`src/design/abck_pkg.sv`:
```
package abck_pkg;

  localparam int unsigned ChanW = 8;
  localparam int unsigned KeyW = 24;
  localparam int unsigned CfgIdxW = 3;
  localparam int unsigned CfgDataW = 24;

  localparam logic [CfgIdxW-1:0] RegAlphaMax = 3'd0;
  localparam logic [CfgIdxW-1:0] RegAlphaChanOn = 3'd1;
  localparam logic [CfgIdxW-1:0] RegPaletteMode = 3'd2;
  localparam logic [CfgIdxW-1:0] RegPaletteAlphaOn = 3'd3;
  localparam logic [CfgIdxW-1:0] RegKeyEnable = 3'd4;
  localparam logic [CfgIdxW-1:0] RegKeyColor = 3'd5;
  localparam logic [CfgIdxW-1:0] RegKeyIndex = 3'd6;

  localparam logic [ChanW-1:0] AlphaOpaque = 8'd255;
  localparam logic [ChanW-1:0] AlphaClear = 8'd0;

  typedef struct packed {
    logic [ChanW-1:0] src_blue;
    logic [ChanW-1:0] src_green;
    logic [ChanW-1:0] src_red;
    logic [ChanW-1:0] src_alpha;
    logic [ChanW-1:0] entry_alpha;
    logic [ChanW-1:0] src_index;
    logic [ChanW-1:0] back_blue;
    logic [ChanW-1:0] back_green;
    logic [ChanW-1:0] back_red;
  } pix_in_t;

  typedef struct packed {
    logic [ChanW-1:0] out_blue;
    logic [ChanW-1:0] out_green;
    logic [ChanW-1:0] out_red;
  } pix_out_t;

  typedef struct packed {
    logic copy;
    logic key_hit;
  } flags_t;

  function automatic logic [ChanW-1:0] scale_alpha(input logic [ChanW-1:0] a,
                                                   input logic [ChanW-1:0] s);
    logic [2*ChanW:0] prod;
    prod = {{(ChanW+1){1'b0}}, a} * ({{(ChanW+1){1'b0}}, s} + {{(2*ChanW){1'b0}}, 1'b1});
    return prod[2*ChanW-1:ChanW];
  endfunction

endpackage

```
`src/design/abck_mix.sv`:
```
module abck_mix (
  input  logic [abck_pkg::ChanW-1:0] back_i,
  input  logic [abck_pkg::ChanW-1:0] src_i,
  input  logic [abck_pkg::ChanW-1:0] alpha_i,
  output logic [abck_pkg::ChanW-1:0] mix_o
);
  import abck_pkg::*;

  logic [2*ChanW-1:0] back_part;
  logic [2*ChanW-1:0] src_part;
  logic [2*ChanW-1:0] sum;

  assign back_part = {{ChanW{1'b0}}, back_i} * {{ChanW{1'b0}}, AlphaOpaque - alpha_i};
  assign src_part = {{ChanW{1'b0}}, src_i} * {{ChanW{1'b0}}, alpha_i};
  assign sum = back_part + src_part;
  assign mix_o = sum[2*ChanW-1:ChanW];

endmodule

```
`src/design/alpha_blend_color_key.sv`:
```
// Channel  Direction  Handshake                 Payload
// in       input      in_valid_i / in_stall_o   in_data_i (abck_pkg::pix_in_t)
// out      output     out_valid_o / out_stall_i out_data_o (abck_pkg::pix_out_t)
// cfg      input      cfg_we_i                  cfg_index_i, cfg_data_i
//
// One pixel is accepted every clock unless in_stall_o is high; a result leaves from the output register.
// Stage one scales alpha by the global maximum and compares the key, stage two
// applies palette alpha, stage three puts the mix, source or background into the output register.
// Reset clears the valid bits and loads the register defaults.
// A stall on the output holds the full stages; empty stages still fill behind it.
module alpha_blend_color_key (
  input  logic                             clk_i,
  input  logic                             rst_ni,
  input  logic                             in_valid_i,
  output logic                             in_stall_o,
  input  abck_pkg::pix_in_t                in_data_i,
  output logic                             out_valid_o,
  input  logic                             out_stall_i,
  output abck_pkg::pix_out_t               out_data_o,
  input  logic                             cfg_we_i,
  input  logic [abck_pkg::CfgIdxW-1:0]     cfg_index_i,
  input  logic [abck_pkg::CfgDataW-1:0]    cfg_data_i
);
  import abck_pkg::*;

  logic [ChanW-1:0] alpha_max_q;
  logic             alpha_chan_on_q;
  logic             palette_mode_q;
  logic             palette_alpha_on_q;
  logic             key_enable_q;
  logic [KeyW-1:0]  key_color_q;
  logic [ChanW-1:0] key_index_q;

  always_ff @(posedge clk_i or negedge rst_ni) begin
    if (!rst_ni) begin
      alpha_max_q <= AlphaOpaque;
      alpha_chan_on_q <= 1'b0;
      palette_mode_q <= 1'b0;
      palette_alpha_on_q <= 1'b0;
      key_enable_q <= 1'b0;
      key_color_q <= '0;
      key_index_q <= '0;
    end else if (cfg_we_i) begin
      case (cfg_index_i)
        RegAlphaMax: alpha_max_q <= cfg_data_i[ChanW-1:0];
        RegAlphaChanOn: alpha_chan_on_q <= cfg_data_i[0];
        RegPaletteMode: palette_mode_q <= cfg_data_i[0];
        RegPaletteAlphaOn: palette_alpha_on_q <= cfg_data_i[0];
        RegKeyEnable: key_enable_q <= cfg_data_i[0];
        RegKeyColor: key_color_q <= cfg_data_i[KeyW-1:0];
        RegKeyIndex: key_index_q <= cfg_data_i[ChanW-1:0];
        default: begin
        end
      endcase
    end
  end

  logic     s1_valid_q, s2_valid_q, s3_valid_q;
  logic     s1_adv, s2_adv, s3_adv;
  logic     s1_load, s2_load, s3_load;
  pix_in_t  s1_pix_q, s2_pix_q;
  flags_t   s1_flags_q, s2_flags_q;
  flags_t   s1_flags_d;
  logic [ChanW-1:0] s1_alpha_q, s2_alpha_q;
  logic [ChanW-1:0] s1_alpha_d, s2_alpha_d;
  logic [ChanW-1:0] alpha_base;
  logic             key_match;
  pix_out_t         out_q, out_d;
  logic [ChanW-1:0] mix_b, mix_g, mix_r;

  assign s3_adv = !s3_valid_q || !out_stall_i;
  assign s2_adv = !s2_valid_q || s3_adv;
  assign s1_adv = !s1_valid_q || s2_adv;
  assign in_stall_o = !s1_adv;
  assign s1_load = in_valid_i && s1_adv;
  assign s2_load = s1_valid_q && s2_adv;
  assign s3_load = s2_valid_q && s3_adv;

  assign alpha_base = alpha_chan_on_q ? in_data_i.src_alpha : AlphaOpaque;
  assign s1_alpha_d = scale_alpha(alpha_base, alpha_max_q);
  assign key_match = palette_mode_q ? (in_data_i.src_index == key_index_q) :
      ({in_data_i.src_red, in_data_i.src_green, in_data_i.src_blue} == key_color_q);
  assign s1_flags_d.copy = !(key_enable_q || alpha_chan_on_q || palette_alpha_on_q);
  assign s1_flags_d.key_hit = key_enable_q && key_match;

  assign s2_alpha_d = (palette_mode_q && palette_alpha_on_q) ?
      scale_alpha(s1_alpha_q, s1_pix_q.entry_alpha) : s1_alpha_q;

  abck_mix u_mix_b (
    .back_i (s2_pix_q.back_blue),
    .src_i  (s2_pix_q.src_blue),
    .alpha_i(s2_alpha_q),
    .mix_o  (mix_b)
  );

  abck_mix u_mix_g (
    .back_i (s2_pix_q.back_green),
    .src_i  (s2_pix_q.src_green),
    .alpha_i(s2_alpha_q),
    .mix_o  (mix_g)
  );

  abck_mix u_mix_r (
    .back_i (s2_pix_q.back_red),
    .src_i  (s2_pix_q.src_red),
    .alpha_i(s2_alpha_q),
    .mix_o  (mix_r)
  );

  always_comb begin
    if (s2_flags_q.copy || (!s2_flags_q.key_hit && s2_alpha_q == AlphaOpaque)) begin
      out_d = '{out_blue: s2_pix_q.src_blue, out_green: s2_pix_q.src_green,
                out_red: s2_pix_q.src_red};
    end else if (s2_flags_q.key_hit || s2_alpha_q == AlphaClear) begin
      out_d = '{out_blue: s2_pix_q.back_blue, out_green: s2_pix_q.back_green,
                out_red: s2_pix_q.back_red};
    end else begin
      out_d = '{out_blue: mix_b, out_green: mix_g, out_red: mix_r};
    end
  end

  always_ff @(posedge clk_i or negedge rst_ni) begin
    if (!rst_ni) begin
      s1_valid_q <= 1'b0;
      s2_valid_q <= 1'b0;
      s3_valid_q <= 1'b0;
    end else begin
      if (s1_adv) s1_valid_q <= in_valid_i;
      if (s2_adv) s2_valid_q <= s1_valid_q;
      if (s3_adv) s3_valid_q <= s2_valid_q;
    end
  end

  always_ff @(posedge clk_i) begin
    if (s1_load) begin
      s1_pix_q <= in_data_i;
      s1_alpha_q <= s1_alpha_d;
      s1_flags_q <= s1_flags_d;
    end
    if (s2_load) begin
      s2_pix_q <= s1_pix_q;
      s2_alpha_q <= s2_alpha_d;
      s2_flags_q <= s1_flags_q;
    end
    if (s3_load) begin
      out_q <= out_d;
    end
  end

  assign out_valid_o = s3_valid_q;
  assign out_data_o = out_q;

  a_stall_full: assert property (@(posedge clk_i) disable iff (!rst_ni)
      in_stall_o |-> (s1_valid_q && s2_valid_q && s3_valid_q && out_stall_i))
    else $error("input stalled while the pipeline has room");

  a_copy_path: assert property (@(posedge clk_i) disable iff (!rst_ni)
      (s3_load && s2_flags_q.copy) |=>
      (out_data_o.out_red == $past(s2_pix_q.src_red) &&
       out_data_o.out_blue == $past(s2_pix_q.src_blue)))
    else $error("plain copy did not pass the source color");

  a_key_back: assert property (@(posedge clk_i) disable iff (!rst_ni)
      (s3_load && s2_flags_q.key_hit && !s2_flags_q.copy) |=>
      (out_data_o.out_green == $past(s2_pix_q.back_green)))
    else $error("key match did not keep the background");

  a_s2_hold: assert property (@(posedge clk_i) disable iff (!rst_ni)
      (s2_valid_q && !s3_adv) |=> (s2_valid_q && $stable(s2_alpha_q)))
    else $error("blocked stage two lost its item");

endmodule
```
`config.mk`:
```
export PLATFORM = sky130hd
export DESIGN_NAME = alpha_blend_color_key
export DESIGN_NICKNAME = d
export VERILOG_FILES = /design/src/design/abck_pkg.sv /design/src/design/abck_mix.sv /design/src/design/alpha_blend_color_key.sv
export SDC_FILE = /design/constraint.sdc
export NUM_CORES = 1
export LEC_CHECK = 0
export ABC_AREA = 1
export BUFFER_PORTS_ARGS = -buffer_cell sky130_fd_sc_hd__buf_2
export CAP_MARGIN = 20
export CORE_MARGIN = 10
export CORE_UTILIZATION = 59
export CTS_BUF_LIST = sky130_fd_sc_hd__clkbuf_4 sky130_fd_sc_hd__clkbuf_8
export DETAILED_ROUTE_END_ITERATION = 10
export GPL_ROUTABILITY_DRIVEN = 0
export PLACE_DENSITY = 0.81
export SYNTH_ARGS = -nofsm -noshare
export SYNTH_HDL_FRONTEND = slang
export SYNTH_HIERARCHICAL = 1
export SYNTH_SLANG_ARGS = --single-unit
```
`constraint.sdc`:
```
create_clock -name clk_i -period 5.4 [get_ports clk_i]
set_input_delay 1.08 -clock clk_i [delete_from_list [all_inputs] [get_ports clk_i]]
set_output_delay 1.08 -clock clk_i [all_outputs]
set_load 0.01 [all_outputs]
```
==> flow_summary.json <==
{
  "worstPathMaxFanout": 7,
  "wl_um": 70500,
  "synth.top_cell.area_share_pct": 28.1,
  "synthArstFlopShare_pct": 24.1,
  "layout-drive-gt1-share_pct": 17.2,
  "synthMuxAreaShare_pct": 0.477,
  "yosysMostFrequentCell": "inv_1",
  "row_count": 76,
  "via_per_inst": 5.39,
  "crit_family": "adder cells",
  "final-setup-viol-count": 7,
  "arrival_ns": 6.05,
  "hpwl_um": 53200,
  "hold_class": "flip-flop to flip-flop",
  "tightest_slew_ns": 1.02,
  "clk_pin_slew_ns": 0.12,
  "synth.largest_area_cell": "fa_1",
  "met3_usage_pct": 6.57,
  "grt_use_total_pct": 25.8,
  "reg2reg_depth": 19,
  "htree_levels": 4,
  "core_mm2": 0.0433,
  "globalRoute.busiestLayer": "met2",
  "cp_cell_sequence": "inv_1 -> nand2_1 -> fa_1 -> fa_1 -> fa_1 -> inv_1 -> fa_1 -> fa_1 -> inv_1 -> fa_1 -> inv_1 -> ha_4 -> a21oi_1 -> nand2_2 -> nand2_2 -> nand4_1 -> nand2_1 -> nand3_2 -> a21oi_2",
  "clkSinkCount": 195,
  "initial_core_util_pct": 60.0,
  "synth-compound-area-share_pct": 4.09,
  "worst-r2r-setup-slack_ns": -0.22,
  "wl_per_cell_um": 17.6,
  "cap_viol_max_count": 0,
  "yosys_warnings": 6,
  "grt_overflow_total": 0,
  "fin_crit_ns": 5.62,
  "synth_cell_type_count": 47,
  "end_kind": "flip-flop",
  "rr_endpoint": "out_data_o[6]",
  "critPathCapture": "out_data_o[6]",
  "post_synth.cell_area_avg_um2": 8.24,
  "ys.flop_type": "edfxtp_1",
  "drc": 0,
  "area_growth_pct": 14.2,
  "synthesis.area_mm2": 0.0260,
  "dieArea_mm2": 0.0528,
  "r2r-start": "s2_alpha_q[1]",
  "hold_violations": 0,
  "crit_path_start": "s2_alpha_q[1]",
  "drt_iter0_drc": 2050,
  "insertion_delay_ns": 0.59,
  "drv_slew": 0,
  "outcome": "complete, but fails checks",
  "required_ns": 5.83,
  "grt_use_met2_pct": 42.1,
  "use_met1_pct": 31.5,
  "placed_cells": 3923,
  "place.port_buffers": 129,
  "antenna_cells": 0,
  "slowest_stage": "edfxtp_1",
  "grt_setup_unrepaired": "yes",
  "grt_pass1_vias": 21700,
  "path_depth": 19,
  "hold_ws_ns": 0.422,
  "grt_max_degree": 67,
  "fin_nets": 4117,
  "stdcell_count": 4000,
  "layout_setup_ws_ns": -0.224,
  "clockBufferDepth": 2,
  "violations": "setup timing",
  "syn_inst": 3153,
  "synth_top_family_by_area": "adder cells",
  "grt_pass1_wl_um": 108000,
  "relSlewSlack_pct": 31.8,
  "die_w_um": 230,
  "cts_tree": "done",
  "first_pass_iters": 6,
  "finalClockSkew_ns": 0.0218,
  "yosys.area_share.simple_pct": 18.2,
  "synthAdderAreaFrac_pct": 40.0,
  "io_pins": 130,
  "critPathMostFrequentCell": "fa_1",
  "critPathKind": "flip-flop to flip-flop",
  "cp_slowest_stage_delay_ns": 0.59,
  "cts_made_buffers": 17,
  "tns_ns": -0.516,
  "detail-route-antenna-nets": 0,
  "die_h_um": 230,
  "post-route-util_pct": 68.5,
  "synthTopCellsByCount": "inv_1 (879), nand2_1 (669), fa_1 (365)",
  "fin_crit_sh_pct": 104,
  "path_buf_inv": 4,
  "synth.yosys.seq_area_share_pct": 21.7,
  "synth.area.top_cells": "fa_1 (28%), edfxtp_1 (17%), inv_1 (13%)",
  "syn_nets": 3868,
  "synth_seq_cells": 195,
  "synth_xor_area_share_pct": 1.61,
  "worst_setup_path_start_kind": "flip-flop",
  "clockRootBuffer": "clkbuf_8",
  "via_count": 21600,
  "fmax_mhz": 178,
  "synth_edf_count": 148,
  "antenna_found_initial": 0
}
[state kept, by name, summed over array words and instances, names as in the netlist]
| name | count |
|---|---|
| alpha_chan_on_q | 1 |
| alpha_max_q | 8 |
| key_color_q | 24 |
| key_enable_q | 1 |
| key_index_q | 8 |
| out_data_o | 24 |
| out_valid_o | 1 |
| palette_alpha_on_q | 1 |
| palette_mode_q | 1 |
| s1_alpha_q | 8 |
| s1_flags_q | 2 |
| s1_pix_q | 56 |
| s1_valid_q | 1 |
| s2_alpha_q | 8 |
| s2_flags_q | 2 |
| s2_pix_q | 48 |
| s2_valid_q | 1 |
[repair_timing]
item	in CTS	in global routing
pin swaps	34	56
cloned	1	5
endpoints found under the setup margin	19	27
hold buffers	0	0
setup buffers	9	32
resized for setup	57	139
hold endpoints to repair	0	0
[routing by layer]
metal / part of all wire [%] / vias up
met3: 9.5 / 262
met2: 47 / 1152
met1: 38 / 10400
met4: 5.3 / 0
met5: 0 / -
li1: - / 9815
[worst min-delay path by stage]
stage / startpoint / endpoint / cells after the start
finish: s1_pix_q[56] / s2_pix_q[56] / 0
CTS: s1_pix_q[56] / s2_pix_q[56] / 0
global placement: s1_pix_q[70] / s2_pix_q[70] / 0
global route: s1_pix_q[56] / s2_pix_q[56] / 0
floorplan: s1_flags_q[0] / s2_flags_q[0] / 0
detailed placement: s1_flags_q[1] / s2_flags_q[1] / 0
[cell families after synthesis]
group | after synthesis
XOR/XNOR | 46
buffers and inverters | 949
AO/OA/AOI/OAI | 171
AND/OR/NAND/NOR | 1170
flip-flops | 195
adder cells (fa/ha/maj) | 611
multiplexers | 11
[stage by stage]
| stage | area (um2) | worst slack (ns) |
|---|---|---|
| 3_3_place_gp | 28100 | -0.0213 |
| 5_1_grt | 29600 | -0.301 |
| 2_1_floorplan | 26000 | 0.0000910 |
| 4_1_cts | 28900 | 0.00240 |
| 3_5_place_dp | 28100 | -0.141 |
| 6_report | 29600 | -0.224 |
[layout by cell type (no fill, tap or decap), types with 8 or more instances in the layout]
| cell | count |
|---|---|
| a21oi_1 | 47 |
| a21oi_2 | 56 |
| buf_12 | 10 |
| buf_2 | 130 |
| buf_4 | 129 |
| buf_6 | 19 |
| clkbuf_8 | 18 |
| dfrtp_1 | 39 |
| dfstp_2 | 8 |
| edfxtp_1 | 148 |
| fa_1 | 356 |
| fa_2 | 9 |
| ha_1 | 226 |
| ha_4 | 19 |
| inv_1 | 843 |
| inv_2 | 37 |
| mux2_2 | 11 |
| nand2_1 | 620 |
| nand2_2 | 51 |
| nand2_4 | 9 |
| nand3_1 | 86 |
| nand4_1 | 19 |
| nor2_1 | 314 |
| nor2_2 | 24 |
| nor2_4 | 9 |
| o21ai_0 | 49 |
| xnor2_1 | 25 |
| xor2_1 | 19 |
[cell type report]
| cell class | count | area [um2] |
|---|---|---|
| clock buffers | 18 | 248 |
| clock inverters | 14 | 191 |
| fillers | 3164 | 13600 |
| inverters | 885 | 3330 |
| multi-input cells | 2009 | 17300 |
| flip-flops and latches | 195 | 5630 |
| well taps | 585 | 732 |
| repair buffers | 294 | 2180 |
[worst register-to-register path, cell delays in order (launching register included)]
cell and delay (ns):
edfxtp_1 0.59, inv_1 0.21, nand2_1 0.11, fa_1 0.52, fa_1 0.48, fa_1 0.58
inv_1 0.07, fa_1 0.49, fa_1 0.51, inv_1 0.07, fa_1 0.47, inv_1 0.06
ha_4 0.24, a21oi_1 0.25, nand2_2 0.12, nand2_2 0.10, nand4_1 0.13, nand2_1 0.15
nand3_2 0.11, a21oi_2 0.22
Power is left out: the tool's default activity adds up to more than one toggle a clock period on the data nets, which glitch-free logic cannot reach.
